$ cat config.mk
export PLATFORM = sky130hd
export DESIGN_NAME = frame_packet_pacer
export DESIGN_NICKNAME = d
export VERILOG_FILES = /design/src/sv/fpp_pkg.sv /design/src/sv/fpp_ctrl.sv /design/src/sv/fpp_datapath.sv /design/src/sv/frame_packet_pacer.sv
export SDC_FILE = /design/constraint.sdc
export NUM_CORES = 1
export LEC_CHECK = 0
export ABC_AREA = 1
export BUFFER_PORTS_ARGS = -buffer_cell sky130_fd_sc_hd__buf_2
export CORE_MARGIN = 10
export CORE_UTILIZATION = 67
export DETAILED_ROUTE_END_ITERATION = 12
export HOLD_SLACK_MARGIN = 0.05
export PLACE_DENSITY = 0.89
export SLEW_MARGIN = 20
export SYNTH_ARGS = -nofsm -noshare
export SYNTH_HDL_FRONTEND = slang
export SYNTH_SLANG_ARGS = --single-unit
$ cat constraint.sdc
create_clock -name clk_i -period 13.8 [get_ports clk_i]
set_clock_uncertainty 0.15 [all_clocks]
set_input_delay 0.69 -clock clk_i [delete_from_list [all_inputs] [get_ports clk_i]]
set_output_delay 0.69 -clock clk_i [all_outputs]
set_load 0.02 [all_outputs]
$ cat src/sv/fpp_pkg.sv
package fpp_pkg;

  localparam int unsigned MAX_FRAME_PACKETS = 512;
  localparam int unsigned NS_PER_WINDOW     = 1000000;
  localparam int unsigned MIN_LIMIT         = 32;
  localparam int unsigned RESULT_CAP        = 64;

  localparam int unsigned COUNT_W  = 10;
  localparam int unsigned OFFSET_W = 9;
  localparam int unsigned TIME_W   = 63;
  localparam int unsigned RATE_W   = 16;
  localparam int unsigned LIMIT_W  = 10;
  localparam int unsigned CFG_W    = 16;
  localparam int unsigned CFG_IDX_W = 2;
  localparam int unsigned NRES_W   = 6;

  // NS_PER_WINDOW * MAX_FRAME_PACKETS fits in 29 bits; one quotient bit per step
  localparam int unsigned NUM_W     = 29;
  localparam int unsigned DIV_STEPS = NUM_W;
  localparam int unsigned DCNT_W    = 5;

  localparam logic [CFG_IDX_W-1:0] REG_PACING_ENABLED = 2'd0;
  localparam logic [CFG_IDX_W-1:0] REG_BATCH_LIMIT    = 2'd1;
  localparam logic [CFG_IDX_W-1:0] REG_PACKETS_PER_MS = 2'd2;

  localparam logic [LIMIT_W-1:0] BATCH_LIMIT_RST    = 10'd64;
  localparam logic [RATE_W-1:0]  PACKETS_PER_MS_RST = 16'd1000;

  typedef struct packed {
    logic [COUNT_W-1:0] packet_count;
    logic [TIME_W-1:0]  now_ns;
  } in_item_t;

  typedef struct packed {
    logic [OFFSET_W-1:0] batch_offset;
    logic [COUNT_W-1:0]  batch_count;
    logic [TIME_W-1:0]   due_ns;
    logic                last_batch;
  } out_item_t;

  typedef struct packed {
    logic load;
    logic plan;
    logic div_step;
    logic cap_due;
    logic load_end;
    logic cap_end;
    logic emit;
    logic emit_direct;
  } cmd_t;

  typedef struct packed {
    logic empty;
    logic direct;
    logic last;
    logic out_free;
  } sts_t;

endpackage

$ cat src/sv/fpp_ctrl.sv
module fpp_ctrl (
  input  logic          clk_i,
  input  logic          rst_ni,
  input  logic          in_valid_i,
  output logic          in_stall_o,
  input  fpp_pkg::sts_t sts_i,
  output fpp_pkg::cmd_t cmd_o
);

  localparam logic [2:0] S_IDLE    = 3'd0;
  localparam logic [2:0] S_CHECK   = 3'd1;
  localparam logic [2:0] S_DIRECT  = 3'd2;
  localparam logic [2:0] S_PLAN    = 3'd3;
  localparam logic [2:0] S_DIV_DUE = 3'd4;
  localparam logic [2:0] S_DIV_END = 3'd5;
  localparam logic [2:0] S_EMIT    = 3'd6;

  logic [2:0]                   state_q, state_d;
  logic [fpp_pkg::DCNT_W-1:0]   cnt_q, cnt_d;
  logic                         div_done;

  assign div_done   = (cnt_q == fpp_pkg::DCNT_W'(fpp_pkg::DIV_STEPS));
  assign in_stall_o = (state_q != S_IDLE);

  always_comb begin
    state_d = state_q;
    cnt_d   = cnt_q;
    cmd_o   = '0;
    unique case (state_q)
      S_IDLE: begin
        if (in_valid_i) begin
          cmd_o.load = 1'b1;
          state_d    = S_CHECK;
        end
      end
      S_CHECK: begin
        if (sts_i.empty) begin
          state_d = S_IDLE;
        end else if (sts_i.direct) begin
          state_d = S_DIRECT;
        end else begin
          state_d = S_PLAN;
        end
      end
      S_DIRECT: begin
        if (sts_i.out_free) begin
          cmd_o.emit_direct = 1'b1;
          state_d           = S_IDLE;
        end
      end
      S_PLAN: begin
        cmd_o.plan = 1'b1;
        cnt_d      = '0;
        state_d    = S_DIV_DUE;
      end
      S_DIV_DUE: begin
        if (!div_done) begin
          cmd_o.div_step = 1'b1;
          cnt_d          = cnt_q + 1'b1;
        end else begin
          cmd_o.cap_due = 1'b1;
          if (sts_i.last) begin
            // end time of the frame is needed before the final batch leaves
            cmd_o.load_end = 1'b1;
            cnt_d          = '0;
            state_d        = S_DIV_END;
          end else begin
            state_d = S_EMIT;
          end
        end
      end
      S_DIV_END: begin
        if (!div_done) begin
          cmd_o.div_step = 1'b1;
          cnt_d          = cnt_q + 1'b1;
        end else begin
          cmd_o.cap_end = 1'b1;
          state_d       = S_EMIT;
        end
      end
      S_EMIT: begin
        if (sts_i.out_free) begin
          cmd_o.emit = 1'b1;
          state_d    = sts_i.last ? S_IDLE : S_PLAN;
        end
      end
      default: begin
        state_d = S_IDLE;
      end
    endcase
  end

  always_ff @(posedge clk_i or negedge rst_ni) begin
    if (!rst_ni) begin
      state_q <= S_IDLE;
      cnt_q   <= '0;
    end else begin
      state_q <= state_d;
      cnt_q   <= cnt_d;
    end
  end

endmodule

$ cat src/sv/fpp_datapath.sv
module fpp_datapath (
  input  logic                              clk_i,
  input  logic                              rst_ni,
  input  logic                              cfg_we_i,
  input  logic [fpp_pkg::CFG_IDX_W-1:0]     cfg_idx_i,
  input  logic [fpp_pkg::CFG_W-1:0]         cfg_data_i,
  input  fpp_pkg::in_item_t                 in_data_i,
  output logic                              out_valid_o,
  input  logic                              out_stall_i,
  output fpp_pkg::out_item_t                out_data_o,
  input  fpp_pkg::cmd_t                     cmd_i,
  output fpp_pkg::sts_t                     sts_o
);

  localparam int unsigned CW = fpp_pkg::COUNT_W;
  localparam int unsigned TW = fpp_pkg::TIME_W;
  localparam int unsigned RW = fpp_pkg::RATE_W;
  localparam int unsigned NW = fpp_pkg::NUM_W;

  // configuration
  logic                        pacing_q;
  logic [fpp_pkg::LIMIT_W-1:0] limit_q;
  logic [RW-1:0]               rate_q;
  logic [fpp_pkg::LIMIT_W-1:0] limit_eff;
  logic [RW-1:0]               rate_eff;

  // frame state
  logic [TW-1:0]               frame_end_q;
  logic [CW-1:0]               total_q;
  logic [TW-1:0]               now_q;
  logic [TW-1:0]               start_q;
  logic [CW-1:0]               sent_q;
  logic [RW-1:0]               inwin_q;
  logic [fpp_pkg::NRES_W-1:0]  nres_q;
  logic [CW-1:0]               take_q;
  logic                        wait_q;
  logic                        last_q;
  logic [TW-1:0]               due_q;
  logic [TW-1:0]               end_q;

  // divider
  logic [NW-1:0]               num_q;
  logic [RW-1:0]               rem_q;
  logic [RW:0]                 trial;
  logic                        trial_ge;
  logic [RW:0]                 trial_sub;

  logic [CW-1:0]               in_total;
  logic [TW-1:0]               in_start;
  logic [RW-1:0]               budget;
  logic [CW-1:0]               remain;
  logic [RW-1:0]               take_w;
  logic [CW-1:0]               take_n;
  logic                        wait_n;
  logic                        last_n;
  logic [CW-1:0]               sent_plus;
  logic [NW-1:0]               num_due;
  logic [NW-1:0]               num_end;
  logic [TW:0]                 due_sum;
  logic [TW-1:0]               due_sat;

  logic                        out_valid_q;
  fpp_pkg::out_item_t          out_q;

  assign limit_eff = (limit_q < fpp_pkg::LIMIT_W'(fpp_pkg::MIN_LIMIT))
                     ? fpp_pkg::LIMIT_W'(fpp_pkg::MIN_LIMIT) : limit_q;
  assign rate_eff  = (rate_q < RW'(fpp_pkg::MIN_LIMIT)) ? RW'(fpp_pkg::MIN_LIMIT) : rate_q;

  assign in_total = (in_data_i.packet_count > CW'(fpp_pkg::MAX_FRAME_PACKETS))
                    ? CW'(fpp_pkg::MAX_FRAME_PACKETS) : in_data_i.packet_count;
  assign in_start = (frame_end_q > in_data_i.now_ns) ? frame_end_q : in_data_i.now_ns;

  // batch planning
  assign budget = rate_eff - inwin_q;
  assign remain = total_q - sent_q;
  assign wait_n = (budget == '0);
  always_comb begin
    take_w = RW'(remain);
    if (take_w > budget) begin
      take_w = budget;
    end
    if (take_w > RW'(limit_eff)) begin
      take_w = RW'(limit_eff);
    end
  end
  assign take_n    = wait_n ? '0 : CW'(take_w);
  assign last_n    = (!wait_n && ((sent_q + take_n) == total_q))
                     || (nres_q == fpp_pkg::NRES_W'(fpp_pkg::RESULT_CAP - 1));
  assign sent_plus = sent_q + take_q;
  assign num_due   = NW'(fpp_pkg::NS_PER_WINDOW * 32'(sent_q));
  assign num_end   = NW'(fpp_pkg::NS_PER_WINDOW * 32'(sent_plus));

  // restoring division, one quotient bit a step; quotient shifts into num_q
  assign trial     = {rem_q, num_q[NW-1]};
  assign trial_ge  = (trial >= {1'b0, rate_eff});
  assign trial_sub = trial - {1'b0, rate_eff};

  // start plus offset, saturating at the top of the 63-bit range
  assign due_sum = {1'b0, start_q} + (TW+1)'(num_q);
  assign due_sat = due_sum[TW] ? {TW{1'b1}} : due_sum[TW-1:0];

  always_ff @(posedge clk_i or negedge rst_ni) begin
    if (!rst_ni) begin
      pacing_q    <= 1'b0;
      limit_q     <= fpp_pkg::BATCH_LIMIT_RST;
      rate_q      <= fpp_pkg::PACKETS_PER_MS_RST;
      frame_end_q <= '0;
      out_valid_q <= 1'b0;
    end else begin
      if (cfg_we_i) begin
        unique case (cfg_idx_i)
          fpp_pkg::REG_PACING_ENABLED: pacing_q <= cfg_data_i[0];
          fpp_pkg::REG_BATCH_LIMIT:    limit_q  <= cfg_data_i[fpp_pkg::LIMIT_W-1:0];
          fpp_pkg::REG_PACKETS_PER_MS: rate_q   <= cfg_data_i[RW-1:0];
          default: ;
        endcase
      end
      if (cmd_i.emit && last_q) begin
        frame_end_q <= end_q;
      end
      if (cmd_i.emit || cmd_i.emit_direct) begin
        out_valid_q <= 1'b1;
      end else if (!out_stall_i) begin
        out_valid_q <= 1'b0;
      end
    end
  end

  always_ff @(posedge clk_i) begin
    if (cmd_i.load) begin
      total_q <= in_total;
      now_q   <= in_data_i.now_ns;
      start_q <= in_start;
      sent_q  <= '0;
      inwin_q <= '0;
      nres_q  <= '0;
    end
    if (cmd_i.plan) begin
      take_q <= take_n;
      wait_q <= wait_n;
      last_q <= last_n;
      num_q  <= num_due;
      rem_q  <= '0;
    end else if (cmd_i.load_end) begin
      num_q <= num_end;
      rem_q <= '0;
    end else if (cmd_i.div_step) begin
      num_q <= {num_q[NW-2:0], trial_ge};
      rem_q <= trial_ge ? trial_sub[RW-1:0] : trial[RW-1:0];
    end
    if (cmd_i.cap_due) begin
      due_q <= due_sat;
    end
    if (cmd_i.cap_end) begin
      end_q <= due_sat;
    end
    if (cmd_i.emit) begin
      out_q.batch_offset <= sent_q[fpp_pkg::OFFSET_W-1:0];
      out_q.batch_count  <= take_q;
      out_q.due_ns       <= due_q;
      out_q.last_batch   <= last_q;
      sent_q             <= sent_plus;
      inwin_q            <= wait_q ? '0 : inwin_q + RW'(take_q);
      nres_q             <= nres_q + 1'b1;
    end else if (cmd_i.emit_direct) begin
      out_q.batch_offset <= '0;
      out_q.batch_count  <= total_q;
      out_q.due_ns       <= now_q;
      out_q.last_batch   <= 1'b1;
    end
  end

  assign sts_o.empty    = (total_q == '0);
  assign sts_o.direct   = !pacing_q || (total_q <= limit_eff);
  assign sts_o.last     = last_q;
  assign sts_o.out_free = !out_valid_q || !out_stall_i;

  assign out_valid_o = out_valid_q;
  assign out_data_o  = out_q;

endmodule

$ cat src/sv/frame_packet_pacer.sv
// Frame packet pacer.
// Input channel (in_valid_i / in_stall_o / in_data_i): one request per video
// frame, carrying its packet count and the current time in ns. Output channel
// (out_valid_o / out_stall_i / out_data_o): the frame's send schedule, one
// batch per output item, the final one flagged by last_batch.
// Configuration: cfg_we_i writes cfg_data_i into register cfg_idx_i
// (0 pacing enable, 1 batch limit, 2 packets per ms); write only while idle.
// One frame at a time. An empty frame frees the input after the check state.
// An unpaced frame (or one that fits a batch) goes out whole as one batch
// through the check and direct states. Each batch of a paced frame passes a
// planning step, a 29-step bit-serial divider for the due time, a step adding
// it to the start time and a hand-over step; the final batch needs a second
// division for the frame end time. Up to 64 batches per frame.
// The output register lets the next frame be accepted while the last batch
// still waits. A stalled receiver holds the batch and the sequencer waits.
// Reset restores the register defaults and clears the stored frame end time.
module frame_packet_pacer (
  input  logic                          clk_i,
  input  logic                          rst_ni,
  input  logic                          cfg_we_i,
  input  logic [fpp_pkg::CFG_IDX_W-1:0] cfg_idx_i,
  input  logic [fpp_pkg::CFG_W-1:0]     cfg_data_i,
  input  logic                          in_valid_i,
  output logic                          in_stall_o,
  input  fpp_pkg::in_item_t             in_data_i,
  output logic                          out_valid_o,
  input  logic                          out_stall_i,
  output fpp_pkg::out_item_t            out_data_o
);

  fpp_pkg::cmd_t cmd;
  fpp_pkg::sts_t sts;

  fpp_ctrl u_ctrl (
    .clk_i      (clk_i),
    .rst_ni     (rst_ni),
    .in_valid_i (in_valid_i),
    .in_stall_o (in_stall_o),
    .sts_i      (sts),
    .cmd_o      (cmd)
  );

  fpp_datapath u_dp (
    .clk_i       (clk_i),
    .rst_ni      (rst_ni),
    .cfg_we_i    (cfg_we_i),
    .cfg_idx_i   (cfg_idx_i),
    .cfg_data_i  (cfg_data_i),
    .in_data_i   (in_data_i),
    .out_valid_o (out_valid_o),
    .out_stall_i (out_stall_i),
    .out_data_o  (out_data_o),
    .cmd_i       (cmd),
    .sts_o       (sts)
  );

endmodule

# Word-level counts from Yosys, hierarchy flattened

Index checks and enable logic that the tools add are counted.

Shift-type cells: 0
Equality and inequality tests: 19
Order comparisons: 8
$mul: 2
Reduce and logical (&&, ||, !) cells: 26
Muxes and demuxes: 49
Divide/modulo/power cells: 0
Add/sub/neg operators: 9
Bitwise logic cells: 0

Operator list:

| kind                     | number |
|---|---|
| $mux W83                 | 2 |
| $mux W63                 | 2 |
| $mux W16                 | 6 |
| $mux W29                 | 3 |
| $add A63 B29 Y64         | 1 |
| $gt A63 B63 Y1           | 1 |
| $mux W10                 | 5 |
| $mul A14 B10 Y23 const A | 2 |
| $sub A16 B16 Y16         | 2 |
| $pmux W3 S7              | 1 |
| $add A10 B10 Y10         | 2 |
| $mux W3                  | 6 |
| $ge A17 B16 Y1           | 1 |
| $add A16 B10 Y16         | 1 |
| $gt A10 B16 Y1           | 1 |
| $gt A16 B10 Y1           | 1 |
| $logic_not A16 Y1        | 1 |
| $lt A16 B6 Y1 const B    | 1 |
| $mux W5                  | 3 |
| $pmux W5 S3              | 1 |
| $mux W1                  | 14 |
| $mux W6                  | 2 |
| $eq A10 B10 Y1           | 1 |
| $gt A10 B10 Y1 const B   | 1 |
| other kinds (28)         | 52 |

Memories kept: 0
Output and inout port bits: 85
Register bits: 533
Memory bits (read-only): 0
Logic and storage cells: 138
RAM bits: 0
Bits in latches: 0

# Depth between registers and ports, before layout

Depth after elaboration: 12
Mapped depth: 56
Gate-level depth less buffers: 55

# Modules after synthesis

Synthesis repeated with hierarchy kept, for this count alone.

Cell total of the unflattened synthesis: 3701
Area total of the unflattened synthesis: 33742.4 um2

By module, submodules not included:

| module       | area an instance (um2) | cells an instance | instances | seq. area each (um2) |
|---|---|---|---|---|
| fpp_datapath | 33109.3                | 3608              | 1         | 15098.2 |
| fpp_ctrl     | 633.1                  | 93                | 1         | 200.2 |

# Worst setup path after synthesis

Ideal clock, no wire load.

Path type: register to register
Start point: register u_ctrl.state_q[0]
End point: register u_dp.now_q[0], enable pin
Cell stages (with the launch flop): 4
Path buffers: 0
Path slack: 6590 ps
Arrival time: 6427 ps
Setup time: 634 ps
Cells stage by stage: dfrtp_1 -> nor2_1 -> nand2_1 -> nor2_1

RTL lines:

| what                     | RTL line            | text |
|---|---|---|
| start: declaration       | fpp_ctrl.sv:18      | `logic [2:0] state_q, state_d;` |
| start signal: assignment | fpp_ctrl.sv:98      | `state_q <= state_d;` |
| end signal: assignment   | fpp_datapath.sv:132 | `now_q <= in_data_i.now_ns;` |
| end: declaration         | fpp_datapath.sv:30  | `logic [TW-1:0] now_q;` |

# Worst setup path in the final report

Start point: register u_dp.rate_q[15]
End point: register u_dp.last_q, data pin

Cells in the longest elaborated chain, start to end: 12
Elaborated cells on any way between the ends: 14
Those cells by class: add/sub: 2; order compare: 3; eq/ne: 1; mux: 4; reduce/logical: 4

Ends and longest elaborated chain:

| what                     | RTL line            | text |
|---|---|---|
| start: declaration       | fpp_datapath.sv:23  | `logic [RW-1:0] rate_q;` |
| start signal: assignment | fpp_datapath.sv:106 | `rate_q <= fpp_pkg::PACKETS_PER_MS_RST;` |
| start signal: assignment | fpp_datapath.sv:114 | `fpp_pkg::REG_PACKETS_PER_MS: rate_q <= cfg_data_i[RW-1:0];` |
| $lt A16 B6 Y1            | fpp_datapath.sv:67  | `assign rate_eff = (rate_q < RW'(fpp_pkg::MIN_LIMIT)) ? RW'(fpp_pkg::MIN_LIMIT) : rate_q;` |
| $mux W16 *               | fpp_datapath.sv:67  |  |
| $sub A16 B16 Y16 *       | fpp_datapath.sv:74  | `assign budget = rate_eff - inwin_q;` |
| $gt A10 B16 Y1           | fpp_datapath.sv:79  | `if (take_w > budget) begin` |
| $mux W16                 | fpp_datapath.sv:79  |  |
| $gt A16 B10 Y1           | fpp_datapath.sv:82  | `if (take_w > RW'(limit_eff)) begin` |
| $mux W10                 | fpp_datapath.sv:82  |  |
| $mux W10 *               | fpp_datapath.sv:86  | `assign take_n = wait_n ? '0 : CW'(take_w);` |
| via u_dp.take_n[2]       | fpp_datapath.sv:53  | `logic [CW-1:0] take_n;` |
| $add A10 B10 Y10 *       | fpp_datapath.sv:87  | `assign last_n = (!wait_n && ((sent_q + take_n) == total_q))` |
| $eq A10 B10 Y1 *         | fpp_datapath.sv:87  |  |
| $logic_and A1 B1 Y1 *    | fpp_datapath.sv:87  |  |
| $logic_or A1 B1 Y1 *     | fpp_datapath.sv:88  | `\|\| (nres_q == fpp_pkg::NRES_W'(fpp_pkg::RESULT_CAP - 1));` |
| via u_dp.last_n          | fpp_datapath.sv:55  | `logic last_n;` |
| end signal: assignment   | fpp_datapath.sv:141 | `last_q <= last_n;` |
| end: declaration         | fpp_datapath.sv:37  | `logic last_q;` |

Mark *: on every way through the listed nets, which the timed path passes. The rest lies on a longest branch.
A chain may end at the register's enable or synchronous reset.

==> run_results.csv <==
group,metric,value,unit
outcome,outcome,"completed",
worst_setup_path,path_common_cell,"nand2_1",
timing,setup_violations,0,
layout,final_common_cell,"nand2_1",
synth,synth-seq-area-share,45.5,%
routing,first_iter_violations,2974,
floorplan,placementRows,82,
synth,yosysWarnings,0,
floorplan,core,0.0499,mm²
worst_setup_path,cp.required,14030,ps
layout,multi_input_area,0.0157,mm²
timing,hold_violations,0,
synth,async_flop_share,18.6,%
worst_setup_path,crit_type,"register to register",
floorplan,start_util,67.4,%
layout,nets,4338,
job,maxCapViolations,0,
synth,synthCells,3678,
floorplan,die-area,0.0595,mm²
layout,area_growth_syn_to_layout,9.97,%
placed_design,io_buffer_count,180,
floorplan,ioPinCount,181,
layout,fillers,3361,
clock_network,cts_sinks,533,
synth,synth.ff_latch_count,533,
timing,period_share,58.4,%
synth,synth_top_area_cell,"edfxtp_1",
worst_setup_path,end_kind,"register",
synth,synthTopCellsByArea,"edfxtp_1 (37%), ha_1 (12%), nand2_1 (9.6%)",
worst_setup_path,startpoint_type,"register",
layout,regArea,0.0153,mm²
synth,syn_area,0.0336,mm²
routing,remaining_drc_errors,0,
routing,vias_per_cell,5.99,
routing,vias,27419,
placed_design,place.detailed.hpwl,69400,µm
timing,slew_headroom,26.9,%
clock_network,numCtsBuffers,55,
timing,rsz0062_at_grt,"no",
grt,grt_start_max_net_pins,83,
grt,antenna_found_initial,7,
placed_design,gp_congestion,1.01,
grt,grtUsageTotal,31.4,%
layout,mostFrequentLayoutCells,"nand2_1 (857), inv_1 (578), edfxtp_1 (412)",
synth,syn_nets,4160,
timing,setup_tns,0,ps
synth,ys_types,67,
clock_network,clk_latency,630,ps
floorplan,fp.dieH,244,µm
grt,grt_overflow,0,
clock_network,cts_buffer_depth,3,
synth,syn_area_per_cell,9.13,µm²
floorplan,die-width,244,µm
clock_network,clk_pin_slew_worst_paths,70,ps
routing,wl,95300,µm
timing,worst_pin_slew,1100,ps
worst_setup_path,cpPeakStageDelay,540,ps
clock_network,post-cts-setup-buffer-count,0,
timing,fmax,124,MHz
worst_setup_path,crit_fanout,18,
worst_setup_path,crit_arrival,8300,ps
synth,synth_edf_count,412,
clock_network,cts_tree,"done",
clock_network,htree_levels,2,
timing,period_needed,8070,ps
synth,netlist.area_leader.share,36.8,%
routing,wl_per_cell,20.8,µm
grt,grt_pass1_vias,27172,
synth,ys.flop_type,"edfxtp_1",
timing,slew_viol_final,0,
worst_setup_path,crit_slowest_cell,"o41ai_2",
worst_hold_path,min-delay-path-class,"input port to register",
clock_network,cts-root-buf,"clkbuf_16",
routing,ant_nets,0,
grt,grt_pass1_wl,148000,µm
routing,first_pass_iters,7,
layout,final_layout_size_suffix_gt1_share,11.3,%
-- cells by family after synthesis --
family	after synthesis	synth area share, %
AO/OA/AOI/OAI	475	7.97
XOR/XNOR	96	2.50
adder cells (fa/ha/maj)	386	15.6
buffers and inverters	673	7.75
flip-flops	533	45.5
multiplexers	62	2.08
AND/OR/NAND/NOR	1453	18.5
-- per-stage QoR --
| step | setup slack, ps | utilization, % | instance area, µm² | hold slack, ps | cells |
|---|---|---|---|---|---|
| 2_1_floorplan | 6590 | - | 33600 | 244 | 3678 |
| 3_3_place_gp | 5940 | 70.5 | 35200 | 301 | 4470 |
| 3_5_place_dp | 5830 | 70.5 | 35200 | 312 | 4470 |
| 4_1_cts | 5780 | 74.1 | 36900 | 93.9 | 4575 |
| 5_1_grt | 4880 | 74.1 | 36900 | 107 | 4580 |
| 6_report | 5730 | 74.1 | 36900 | 109 | 4580 |
-- synth_stat cells, types with 7 or more instances --
cell      instances
xor2_1           67
nand2_1         859
edfxtp_1        412
fa_1             57
dfrtp_1          92
o22ai_1           8
mux2_2           62
a31oi_1          14
inv_2            16
o21ai_1          18
o21ai_0         136
ha_1            329
nor4_1           20
buf_6             9
a21oi_1         217
nand2_2          19
clkbuf_1         62
o21ai_2          11
inv_1           578
nand3b_1          7
o211ai_1          7
nor2_1          190
nand4_1          40
o21bai_1         11
or2_2            11
xnor2_1          29
dfstp_2           7
o21a_1           10
dfxtp_1          22
nor3_1           50
nand3_1         229
-- critical path: cells and delay by family, from the launching register on --
family,cells,cell delay (ps)
compound gates,7,1300
xor+xnor,1,280
fa+ha+maj,4,1250
buf+inv,8,980
flops,1,400
simple gates,28,3440
-- state kept, by name (all words and copies together), names as in the netlist, 29 cells and up --
name,flops
u_dp.end_q,63
u_dp.due_q,63
u_dp.num_q,29
u_dp.start_q,63
u_dp.now_q,63
u_dp.frame_end_q,63
u_dp.out_data_o,83
-- final timing paths --
check | endpoint | cells past startpoint | slack (ps) | startpoint
worst min-delay path | u_dp.now_q[5] | 1 | 110 | in_data_i[5]
max in group asynchronous | u_dp.frame_end_q[16] | 3 | 11640 | rst_ni
worst min register to register | u_dp.frame_end_q[6] | 1 | 310 | u_dp.end_q[6]
worst max register to register | u_dp.last_q | 48 | 5730 | u_dp.rate_q[15]
min in group asynchronous | u_dp.out_valid_o | 2 | 430 | rst_ni
worst max-delay path | u_dp.last_q | 48 | 5730 | u_dp.rate_q[15]
-- layout make-up --
class                      instances  area share [%]
antenna                            5          0.0339
inverter                         595            6.05
clock inverter                    30           0.742
tap                              672            2.28
sequential                       533            41.4
timing repair buffer             199            2.84
multi-input combinational       2472            42.6
clock buffer                      74            4.03
-- layer usage --
layer | track usage [%] | routed length, µm | vias up
li1 | - | - | 12645
met1 | 40.3 | 36900 | 12966
met2 | 50.7 | 44600 | 1524
met3 | 5.82 | 9260 | 282
met4 | 15.4 | 4530 | 2
met5 | 0 | 13 | -
-- repair_timing --
item                                   in CTS  in global routing
gates resized for setup                     0                  0
endpoints found under the hold margin      29                  0
hold buffers                                1                  0
Power is left out: the tool's default activity adds up to more than one toggle a clock period on the data nets, which glitch-free logic cannot reach.
